<file path="src/rtl/core/rbmsi_pkg.sv">
// ----------------------------------------------------------------------------
// Relay bank package
// Shared types, widths, codes and helpers for the relay bank with a minimum
// switching interval per channel.
// ----------------------------------------------------------------------------
package rbmsi_pkg;

  // Number of relay channels in the bank (1 to 8).
  localparam int NUM_CHANNELS = 8;

  // Field widths.
  localparam int ACTION_W  = 3;
  localparam int CHANNEL_W = 4;
  localparam int MASK_W    = 8;
  localparam int MS_W      = 32;
  localparam int COUNT_W   = 4;
  localparam int CFG_IDX_W = 2;

  // Packed stream widths, padded to whole bytes.
  localparam int IN_DATA_W  = 16;
  localparam int IN_USER_W  = 8;
  localparam int OUT_DATA_W = 24;
  localparam int OUT_USER_W = 8;

  typedef logic [MS_W-1:0]         ms_t;
  typedef logic [NUM_CHANNELS-1:0] chan_vec_t;

  // Actions carried by one request.
  typedef enum logic [ACTION_W-1:0] {
    ACT_TICK       = 3'd0,
    ACT_ACTIVATE   = 3'd1,
    ACT_DEACTIVATE = 3'd2,
    ACT_TOGGLE     = 3'd3,
    ACT_SET_MASK   = 3'd4,
    ACT_ALL_OFF    = 3'd5
  } action_t;

  // Configuration register indexes.
  typedef enum logic [CFG_IDX_W-1:0] {
    CFG_MIN_INTERVAL = 2'd0,
    CFG_CONFIGURED   = 2'd1,
    CFG_INVERTED     = 2'd2
  } cfg_idx_t;

  // One result item.
  typedef struct packed {
    logic               ok;
    logic [MASK_W-1:0]  state_mask;
    logic [MASK_W-1:0]  drive_levels;
    logic [COUNT_W-1:0] configured_count;
  } result_t;

  // Population count of an eight-bit mask.
  function automatic logic [COUNT_W-1:0] popcount8(input logic [MASK_W-1:0] v);
    logic [COUNT_W-1:0] n;
    n = '0;
    for (int i = 0; i < MASK_W; i++) begin
      n = n + COUNT_W'(v[i]);
    end
    return n;
  endfunction

endpackage

</file>
<file path="src/rtl/core/relay_bank_min_switch_interval_top.sv">
// ----------------------------------------------------------------------------
// Relay bank with minimum switching interval
// Stream front end, state registers and result register of the relay bank.
// ----------------------------------------------------------------------------
// The block accepts one request per clock cycle while the result stream does
// not stall it, and returns exactly one result for each: a request is
// captured in an input register, evaluated in a single pass against the relay
// states, the switch times and the millisecond counter, and the result is held
// in an output register that frees again in the cycle it is taken. The rate is
// set by the read-modify-write of the channel state, where all channels are
// checked in parallel with one subtract and compare each. Configuration
// writes are accepted in every cycle and must be issued only while no request
// is in flight; a write to the configured mask clears the relay state and the
// switch time of every channel whose bit changes.
module relay_bank_min_switch_interval_top
  import rbmsi_pkg::*;
(
  input  logic                  clk,
  input  logic                  rst,
  // Request stream.
  input  logic                  s_axis_tvalid,
  output logic                  s_axis_tready,
  // tdata: channel [3:0], wanted_mask [11:4], zero [15:12].
  input  logic [IN_DATA_W-1:0]  s_axis_tdata,
  // tuser: action [2:0], zero [7:3].
  input  logic [IN_USER_W-1:0]  s_axis_tuser,
  // Result stream.
  output logic                  m_axis_tvalid,
  input  logic                  m_axis_tready,
  // tdata: state_mask [7:0], drive_levels [15:8], configured_count [19:16],
  // zero [23:20].
  output logic [OUT_DATA_W-1:0] m_axis_tdata,
  // tuser: ok [0], zero [7:1].
  output logic [OUT_USER_W-1:0] m_axis_tuser,
  // Configuration write channel.
  input  logic                  cfg_valid,
  output logic                  cfg_ready,
  input  logic [CFG_IDX_W-1:0]  cfg_index,
  input  logic [MS_W-1:0]       cfg_data
);

  // Input register.
  logic                 in_valid;
  logic [ACTION_W-1:0]  in_action;
  logic [CHANNEL_W-1:0] in_channel;
  logic [MASK_W-1:0]    in_wanted;

  // Output register.
  logic                 out_valid;
  result_t              out_result;

  // Configuration and state.
  ms_t                  min_interval_ms;
  logic [MASK_W-1:0]    configured_mask;
  logic [MASK_W-1:0]    inverted_mask;
  ms_t                  now_ms;
  ms_t                  last_switch [NUM_CHANNELS];
  chan_vec_t            relay_on;

  // Step results.
  ms_t                  now_ms_next;
  ms_t                  last_switch_next [NUM_CHANNELS];
  chan_vec_t            relay_on_next;
  result_t              step_result;

  logic                 advance;
  logic                 cfg_write;
  logic [MASK_W-1:0]    cfg_changed;

  // Handshake control.
  assign advance       = in_valid && (!out_valid || m_axis_tready);
  assign s_axis_tready = !in_valid || advance;
  assign cfg_ready     = 1'b1;
  assign cfg_write     = cfg_valid && cfg_ready;
  assign cfg_changed   = cfg_data[MASK_W-1:0] ^ configured_mask;

  // Input register capture.
  always_ff @(posedge clk) begin
    if (rst) begin
      in_valid <= 1'b0;
    end else if (s_axis_tvalid && s_axis_tready) begin
      in_valid <= 1'b1;
    end else if (advance) begin
      in_valid <= 1'b0;
    end
  end

  always_ff @(posedge clk) begin
    if (s_axis_tvalid && s_axis_tready) begin
      in_action  <= s_axis_tuser[ACTION_W-1:0];
      in_channel <= s_axis_tdata[CHANNEL_W-1:0];
      in_wanted  <= s_axis_tdata[CHANNEL_W+MASK_W-1:CHANNEL_W];
    end
  end

  rbmsi_step u_step (
    .action           (in_action),
    .channel          (in_channel),
    .wanted_mask      (in_wanted),
    .now_ms           (now_ms),
    .last_switch      (last_switch),
    .relay_on         (relay_on),
    .min_interval_ms  (min_interval_ms),
    .configured_mask  (configured_mask),
    .inverted_mask    (inverted_mask),
    .now_ms_next      (now_ms_next),
    .last_switch_next (last_switch_next),
    .relay_on_next    (relay_on_next),
    .result           (step_result)
  );

  // Configuration registers and channel state.
  always_ff @(posedge clk) begin
    if (rst) begin
      min_interval_ms <= ms_t'(50);
      configured_mask <= '0;
      inverted_mask   <= '0;
      now_ms          <= '0;
      relay_on        <= '0;
      for (int i = 0; i < NUM_CHANNELS; i++) begin
        last_switch[i] <= '0;
      end
    end else if (cfg_write) begin
      case (cfg_idx_t'(cfg_index))
        CFG_MIN_INTERVAL: begin
          min_interval_ms <= cfg_data;
        end
        CFG_CONFIGURED: begin
          configured_mask <= cfg_data[MASK_W-1:0];
          for (int i = 0; i < NUM_CHANNELS; i++) begin
            if (cfg_changed[i]) begin
              relay_on[i]    <= 1'b0;
              last_switch[i] <= '0;
            end
          end
        end
        CFG_INVERTED: begin
          inverted_mask <= cfg_data[MASK_W-1:0];
        end
        default: begin
        end
      endcase
    end else if (advance) begin
      now_ms   <= now_ms_next;
      relay_on <= relay_on_next;
      for (int i = 0; i < NUM_CHANNELS; i++) begin
        last_switch[i] <= last_switch_next[i];
      end
    end
  end

  // Result register.
  always_ff @(posedge clk) begin
    if (rst) begin
      out_valid <= 1'b0;
    end else if (advance) begin
      out_valid <= 1'b1;
    end else if (m_axis_tready) begin
      out_valid <= 1'b0;
    end
  end

  always_ff @(posedge clk) begin
    if (advance) begin
      out_result <= step_result;
    end
  end

  assign m_axis_tvalid = out_valid;
  assign m_axis_tdata  = {(OUT_DATA_W - 2*MASK_W - COUNT_W)'(0),
                          out_result.configured_count,
                          out_result.drive_levels,
                          out_result.state_mask};
  assign m_axis_tuser  = {(OUT_USER_W - 1)'(0), out_result.ok};

  // A relay is never on unless its channel is configured.
  a_relay_configured: assert property (@(posedge clk) disable iff (rst)
    (relay_on & ~configured_mask[NUM_CHANNELS-1:0]) == '0)
    else $error("relay on for an unconfigured channel");

  // A tick request advances the millisecond counter by one.
  a_tick_advances: assert property (@(posedge clk) disable iff (rst)
    advance && !cfg_write && (action_t'(in_action) == ACT_TICK)
    |=> now_ms == $past(now_ms) + ms_t'(1))
    else $error("tick did not advance the time");

  // Channel state only changes on an evaluated request or a config write.
  a_state_hold: assert property (@(posedge clk) disable iff (rst)
    !advance && !cfg_write |=> $stable(relay_on) && $stable(now_ms))
    else $error("channel state changed without a request");

  // The reported count never exceeds the number of channels.
  a_count_range: assert property (@(posedge clk) disable iff (rst)
    out_valid |-> out_result.configured_count <= COUNT_W'(NUM_CHANNELS))
    else $error("configured count out of range");

endmodule

</file>
<file path="src/rtl/core/rbmsi_step.sv">
// ----------------------------------------------------------------------------
// Relay bank step logic
// Combinational next state and result for one request, from the current
// relay states, switch times and configuration.
// ----------------------------------------------------------------------------
module rbmsi_step
  import rbmsi_pkg::*;
(
  input  logic [ACTION_W-1:0]  action,
  input  logic [CHANNEL_W-1:0] channel,
  input  logic [MASK_W-1:0]    wanted_mask,
  input  ms_t                  now_ms,
  input  ms_t                  last_switch [NUM_CHANNELS],
  input  chan_vec_t            relay_on,
  input  ms_t                  min_interval_ms,
  input  logic [MASK_W-1:0]    configured_mask,
  input  logic [MASK_W-1:0]    inverted_mask,
  output ms_t                  now_ms_next,
  output ms_t                  last_switch_next [NUM_CHANNELS],
  output chan_vec_t            relay_on_next,
  output result_t              result
);

  chan_vec_t cfg_eff;
  chan_vec_t inv_eff;
  chan_vec_t interval_met;
  chan_vec_t sel;
  chan_vec_t target;
  logic      ok;

  assign cfg_eff = configured_mask[NUM_CHANNELS-1:0];
  assign inv_eff = inverted_mask[NUM_CHANNELS-1:0];

  // Per-channel interval check on the wrapped elapsed time.
  always_comb begin
    for (int i = 0; i < NUM_CHANNELS; i++) begin
      interval_met[i] = (now_ms - last_switch[i]) >= min_interval_ms;
    end
  end

  // Decode the action into switch requests per channel.
  always_comb begin
    now_ms_next = now_ms;
    sel         = '0;
    target      = '0;
    ok          = 1'b0;
    case (action_t'(action))
      ACT_TICK: begin
        now_ms_next = now_ms + ms_t'(1);
        ok          = 1'b1;
      end
      ACT_ACTIVATE, ACT_DEACTIVATE, ACT_TOGGLE: begin
        for (int i = 0; i < NUM_CHANNELS; i++) begin
          sel[i] = (channel == CHANNEL_W'(i)) && cfg_eff[i];
        end
        if (action_t'(action) == ACT_ACTIVATE) begin
          target = '1;
        end else if (action_t'(action) == ACT_DEACTIVATE) begin
          target = '0;
        end else begin
          target = ~relay_on;
        end
        ok = |(sel & interval_met);
      end
      ACT_SET_MASK: begin
        sel    = cfg_eff;
        target = wanted_mask[NUM_CHANNELS-1:0];
        ok     = 1'b1;
      end
      ACT_ALL_OFF: begin
        ok = 1'b1;
      end
      default: begin
        ok = 1'b0;
      end
    endcase
  end

  // Apply checked switches; all-off clears configured channels unchecked.
  always_comb begin
    relay_on_next = relay_on;
    for (int i = 0; i < NUM_CHANNELS; i++) begin
      last_switch_next[i] = last_switch[i];
      if (sel[i] && interval_met[i]) begin
        relay_on_next[i]    = target[i];
        last_switch_next[i] = now_ms;
      end
    end
    if (action_t'(action) == ACT_ALL_OFF) begin
      relay_on_next = relay_on & ~cfg_eff;
    end
  end

  // Result fields after the step.
  assign result.ok               = ok;
  assign result.state_mask       = MASK_W'(relay_on_next);
  assign result.drive_levels     = MASK_W'((relay_on_next ^ inv_eff) & cfg_eff);
  assign result.configured_count = popcount8(MASK_W'(cfg_eff));

endmodule
</file>
<file path="config.mk">
export PLATFORM = sky130hd
export DESIGN_NAME = relay_bank_min_switch_interval_top
export DESIGN_NICKNAME = d
export VERILOG_FILES = /design/src/rtl/core/rbmsi_pkg.sv /design/src/rtl/core/relay_bank_min_switch_interval_top.sv /design/src/rtl/core/rbmsi_step.sv
export SDC_FILE = /design/constraint.sdc
export NUM_CORES = 2
export LEC_CHECK = 0
export BUFFER_PORTS_ARGS = -buffer_cell sky130_fd_sc_hd__buf_2
export CAP_MARGIN = 25
export CORE_ASPECT_RATIO = 0.75
export CORE_MARGIN = 4
export CORE_UTILIZATION = 53
export CTS_CLUSTER_DIAMETER = 30
export DETAILED_ROUTE_END_ITERATION = 8
export PLACE_DENSITY = 0.69
export SETUP_SLACK_MARGIN = 0.4
export SLEW_MARGIN = 5
export SYNTH_ARGS = -nofsm -noshare
export SYNTH_HDL_FRONTEND = slang
export SYNTH_HIERARCHICAL = 1
export SYNTH_SLANG_ARGS = --single-unit
</file>
<file path="constraint.sdc">
create_clock -name clk -period 8.35 [get_ports clk]
set_clock_uncertainty 0.05 [all_clocks]
set_input_delay 0.835 -clock clk [delete_from_list [all_inputs] [get_ports clk]]
set_output_delay 0.835 -clock clk [all_outputs]
set_load 0.1 [all_outputs]
</file>
-- Word level (Yosys, flattened, before mapping)
Cells that the tools add are included.
Widths: inputs -> output; s select.
- flip-flop bits (word level): 382
- input bits: 63
- output and inout bits: 35
- word-level logic and storage cells: 191
- add/subtract/negate cells: 16
- order comparisons: 8
- equal/unequal tests: 23
- multiplexer cells: 48
- bitwise logic cells: 8
- reduce and logical (&&, ||, !) cells: 59
- operators with widths (operator ; number):
    $mux 256 ; 3
    $mux 32 ; 16
    $ge 32x32->1 ; 8
    $sub 32x32->32 ; 8
    $mux 8 ; 6
    $add 32x1->32 const B ; 1
    $pmux 8 s2 ; 2
    $reduce_and 4->1 ; 8
    $reduce_and 3->1 ; 9
    $add 4x1->4 ; 6
    $and 8x8->8 ; 3
    $reduce_bool 2->1 ; 11
    $mux 1 ; 20
    $logic_and 1x1->1 ; 18
    $ne 2x1->1 const B ; 9
    $eq 4x3->1 const B ; 4
    $not 8->8 ; 2
    $xor 8x8->8 ; 2
    $eq 4x2->1 const B ; 2
    $reduce_or 8->1 ; 1
    $eq 3x2->1 const B ; 2
    $eq 3x3->1 const B ; 2
    $reduce_and 2->1 ; 3
    $reduce_or 3->1 ; 2
    other kinds (12) ; 14

-- Depth between registers and ports, before layout
- depth after elaboration: 8
- gate-level depth with buffers: 28
- gate-level depth less buffers: 27

-- By module
The synthesis kept the hierarchy.
- modules (own cells, without submodules) (module ; times used ; cells an instance ; area each (um^2) ; sequential area each (um^2)):
    rbmsi_step ; 1 ; 3236 ; 22529.1 ; 0.0
    relay_bank_min_switch_interval_top ; 1 ; 1612 ; 14705.4 ; 8007.7

-- Least setup slack after synthesis
Ideal clock, no wire load.
- path type: flip-flop to flip-flop
- start point: register now_ms[1]
- end point: register last_switch[154] in the netlist's numbering
- arrival time: 5.104 ns
- data required time: 8.168 ns
- setup slack: 3.064 ns
- cell stages (with the launch flop): 24
- path buffers: 1
- cells stage by stage: dfxtp_1 > ha_1 > nor2b_1 > o31a_1 > o31ai_1 > o2111ai_1 > a31o_2 > a21o_1 > a21o_1 > a211oi_1 > nor2_1 > ha_1 > a21o_1 > a21o_1 > a21oi_1 > o21ai_0 > nand2b_1 > nand4_1 > a31o_2 > nand2_1 > clkbuf_1 > mux2_2 > nand3b_1 > a21oi_1
- longest elaborated chain between the ends: 5
- RTL lines (what ; RTL line ; source):
    start: declaration ; relay_bank_min_switch_interval_top.sv:56 ; ms_t now_ms;
    start signal: assignment ; relay_bank_min_switch_interval_top.sv:144 ; now_ms <= now_ms_next;
    $sub 32x32->32 ; rbmsi_step.sv:37 ; interval_met[i] = (now_ms - last_switch[i]) >= min_interval_ms;
    $ge 32x32->1 ; rbmsi_step.sv:37 ;
    $logic_and 1x1->1 ; rbmsi_step.sv:84 ; if (sel[i] && interval_met[i]) begin
    $reduce_bool 2->1 (no line) ; n/a ;
    $reduce_and 4->1 (no line) ; n/a ;
    end signal: indexed assignment ; relay_bank_min_switch_interval_top.sv:147 ; last_switch[i] <= last_switch_next[i];
    end: declaration ; relay_bank_min_switch_interval_top.sv:57 ; ms_t last_switch [NUM_CHANNELS];
No other way between the ends.
A chain may end at the register's enable or synchronous reset.

==> flow_summary.json <==
{
  "synth_top_family_by_area": "compound AO/OA/AOI/OAI gates",
  "routed_wirelength_microns": 108000,
  "relSlewSlack_pct": 17.0,
  "numCtsBuffers": 96,
  "grt_overflow": 0,
  "cts.path.max_buffers": 3,
  "grt_util_met3_pct": 4.13,
  "htree_num_levels": 3,
  "area_growth_pct": 11.6,
  "final_antenna_net_count": 0,
  "routabilityCongestion": 0.925,
  "critPathTopFamily": "compound AO/OA/AOI/OAI gates",
  "max_stage_delay_ps": 580,
  "viasPerCell": 5.97,
  "place_ws_ps": 1550,
  "setup_tns_ps": 0,
  "p_per_area_nw_per_um2": 144,
  "yosys_warnings": 6,
  "cts_tree": "built",
  "dr.pass1.iters": 6,
  "grt_max_degree": 216,
  "arrival_ps": 7420,
  "period_needed_ps": 6980,
  "final_cell_count_no_fill": 5844,
  "avgRoutedWirePerCell_microns": 18.5,
  "leakage_nw": 17.7,
  "crit_path_end_kind": "flop",
  "gr-usage-met1_pct": 40.7,
  "synth_area_leader_cell": "dfxtp_1",
  "sw_frac_of_total_pct": 26.1,
  "drt_iter0_markers": 2872,
  "cts.clk_slew.worst_paths_ps": 50,
  "worst-path-buf-inv": 4,
  "worst_pin_slew_ps": 1240,
  "synthFlopType": "dfxtp_1",
  "rows": 83,
  "drive_above_1_share_pct": 9.64,
  "period_share_pct": 83.6,
  "clock.fmax_mhz": 143,
  "layout_setup_ws_ps": 1370,
  "io_buffers": 76,
  "grt_pass1_vias": 32986,
  "run_status": "finished, final reports clean",
  "p_switching_w": 0.00156,
  "dp_cells": 5663,
  "cp_slowest_cell": "a31oi_4",
  "antenna_found_initial": 1,
  "synth_top_area_share_pct": 18.6,
  "synth-xor-area-share_pct": 6.05,
  "finalHoldViolations": 0,
  "synth-async-reset-ratio_pct": 0,
  "startpoint_type": "flop",
  "worstPathRequired_ps": 8790,
  "pwr-share-comb_pct": 6.8,
  "synth_fa_ha_area_share_pct": 17.7,
  "via_count": 34909,
  "grtUsageMet2_pct": 43.9,
  "yosysSeqAreaShare_pct": 21.5,
  "drcViolationCount": 0,
  "syn_area_sq_um": 37200,
  "dp_hpwl_microns": 76900,
  "maxSlewViolCount": 0,
  "post-route-util_pct": 60.2,
  "boundaryPins": 98,
  "clockPowerShare_pct": 61.6,
  "grt_usage_pct": 28.3,
  "diodes": 0,
  "synth_area_leaders": "dfxtp_1, ha_1, a21oi_1",
  "ir_drop_v": 0.000133,
  "start_util_pct": 53.9,
  "dieArea_sq_um": 74600,
  "drv_cap": 0,
  "grt_pass1_wl_microns": 173000,
  "grt.busiest_layer": "met2",
  "synth-seq-cells": 382,
  "clock_latency_ps": 670,
  "synth_simple_gate_area_share_pct": 18.4,
  "p_int_w": 0.00442,
  "crit_path_max_fanout": 22,
  "syn_avg_cell_area_sq_um": 7.68,
  "synth_mux_area_share_pct": 3.67,
  "critPathKind": "flop to flop",
  "die_width_microns": 314,
  "ctsResizeCount": 0,
  "cts_hold_buf": 0,
  "synth_edf_count": 36,
  "seqPwrFrac_pct": 31.6,
  "fp.dieH_microns": 238,
  "syn_inst": 4848,
  "nets": 5413,
  "setup_viol": 0,
  "rsz0062_at_grt": "no",
  "numClockSinks": 382,
  "cts_root_buf": "clkbuf_16",
  "synth_cell_types": 96,
  "hold_path_class": "input port to flop",
  "post_cts_buffers": 0,
  "synth_compound_area_share_pct": 25.7,
  "core_sq_um": 69100
}
==> power by group through the flow <==
| stage | registers (W) | logic [W] | clock network [W] |
|---|---|---|---|
| 2_1_floorplan | 0.00195 | 0.000255 | 0 |
| 3_3_place_gp | 0.00192 | 0.000393 | 0 |
| 3_5_place_dp | 0.00192 | 0.000397 | 0 |
| 4_1_cts | 0.00189 | 0.000399 | 0.00375 |
| 5_1_grt | 0.00189 | 0.000435 | 0.00384 |
| 6_report | 0.00189 | 0.000405 | 0.00369 |
==> sequential cells by signal (all words and copies together) (netlist names) <==
signal and flops:
configured_mask 8, in_action 3, in_channel 4, in_valid 1, in_wanted 8, inverted_mask 8
last_switch 256, m_axis_tdata 20, m_axis_tuser 1, m_axis_tvalid 1, min_interval_ms 32, now_ms 32
relay_on 8
==> synth_stat cells, types with 50 or more instances <==
master    number
mux2_2        99
buf_2         71
nor2b_1       50
a21o_1       202
dfxtp_1      346
nand3b_1     272
xnor2_1      184
nand4_1       74
nor2_1       194
a21oi_1      592
nand3_1       68
clkbuf_1     149
o21ai_1      290
inv_1        359
nand2_1      430
o21ai_0      270
xor2_1        73
ha_1         508
==> worst reg2reg max path, stage by stage (launching register included) <==
cell,delay [ps]
dfxtp_1,290
buf_4,180
inv_1,300
ha_1,240
inv_1,60
fa_1,420
a211oi_1,320
o21ai_0,170
a22oi_1,380
o211ai_1,230
o22ai_1,470
o21a_1,230
o21ai_1,70
a21oi_1,330
o21ai_1,130
xor2_1,170
ha_1,310
nand4_1,110
nor2_1,220
nand2_1,120
nor4_1,300
o211ai_1,250
a31oi_4,580
buf_4,360
mux2_2,370
nand3b_1,80
a21oi_1,80
==> logic make-up (layout without fill, tap and decap cells) <==
| group | after synthesis | in the layout |
|---|---|---|
| flops | 382 | 382 |
| compound gates | 1631 | 1631 |
| fa+ha+maj | 520 | 520 |
| xor+xnor | 257 | 257 |
| simple gates | 1293 | 1293 |
| other cells | 2 | 12 |
| buf+inv | 639 | 690 |
| mux | 124 | 124 |
==> layout by cell type, fill, tap and decap left out, types with 50 or more instances in the layout <==
cell type	count
ha_1	508
dfxtp_1	346
a21oi_1	592
o21ai_0	270
buf_2	74
nor2_1	192
mux2_2	99
nor2b_1	50
clkbuf_16	99
o21ai_1	290
nand3b_1	272
buf_4	70
a21o_1	202
inv_1	359
nand3_1	68
nand4_1	74
nand2_1	430
xnor2_1	184
xor2_1	73
==> path summary, 6_finish.rpt <==
kind | from | depth (start not counted) | to | slack (ps)
hold / removal | s_axis_tdata[3] | 1 | in_channel[3] | 310
hold reg to reg | min_interval_ms[8] | 2 | min_interval_ms[8] | 410
setup reg to reg | now_ms[0] | 26 | last_switch[160] | 1370
setup / recovery | now_ms[0] | 26 | last_switch[160] | 1370
==> metal layers <==
| layer | part of all wire, % | vias to the layer above | routed length [microns] |
|---|---|---|---|
| met1 | 48 | 16408 | 52300 |
| met2 | 42 | 1021 | 45300 |
| li1 | - | 17293 | - |
| met4 | 2.7 | 0 | 2950 |
| met5 | 0 | - | 0 |
| met3 | 7.1 | 187 | 7710 |
==> area by class of cell <==
cell class	count	area [sq um]
clock inverter	55	513
sequential	382	8010
timing repair buffer	153	1060
tap	935	1170
fill	6215	27500
inverter	360	1350
clock buffer	122	2720
multi-input combinational	3837	26700
==> per-stage QoR <==
step           total power, W  cell area [sq um]  hold WS, ps
4_1_cts               0.00604              41500          268
2_1_floorplan         0.00220              37300          385
6_report              0.00599              41500          307
5_1_grt               0.00616              41500          273
3_5_place_dp          0.00232              38200          401
3_3_place_gp          0.00232              38200          392
(Power assumes the default switching activity.)
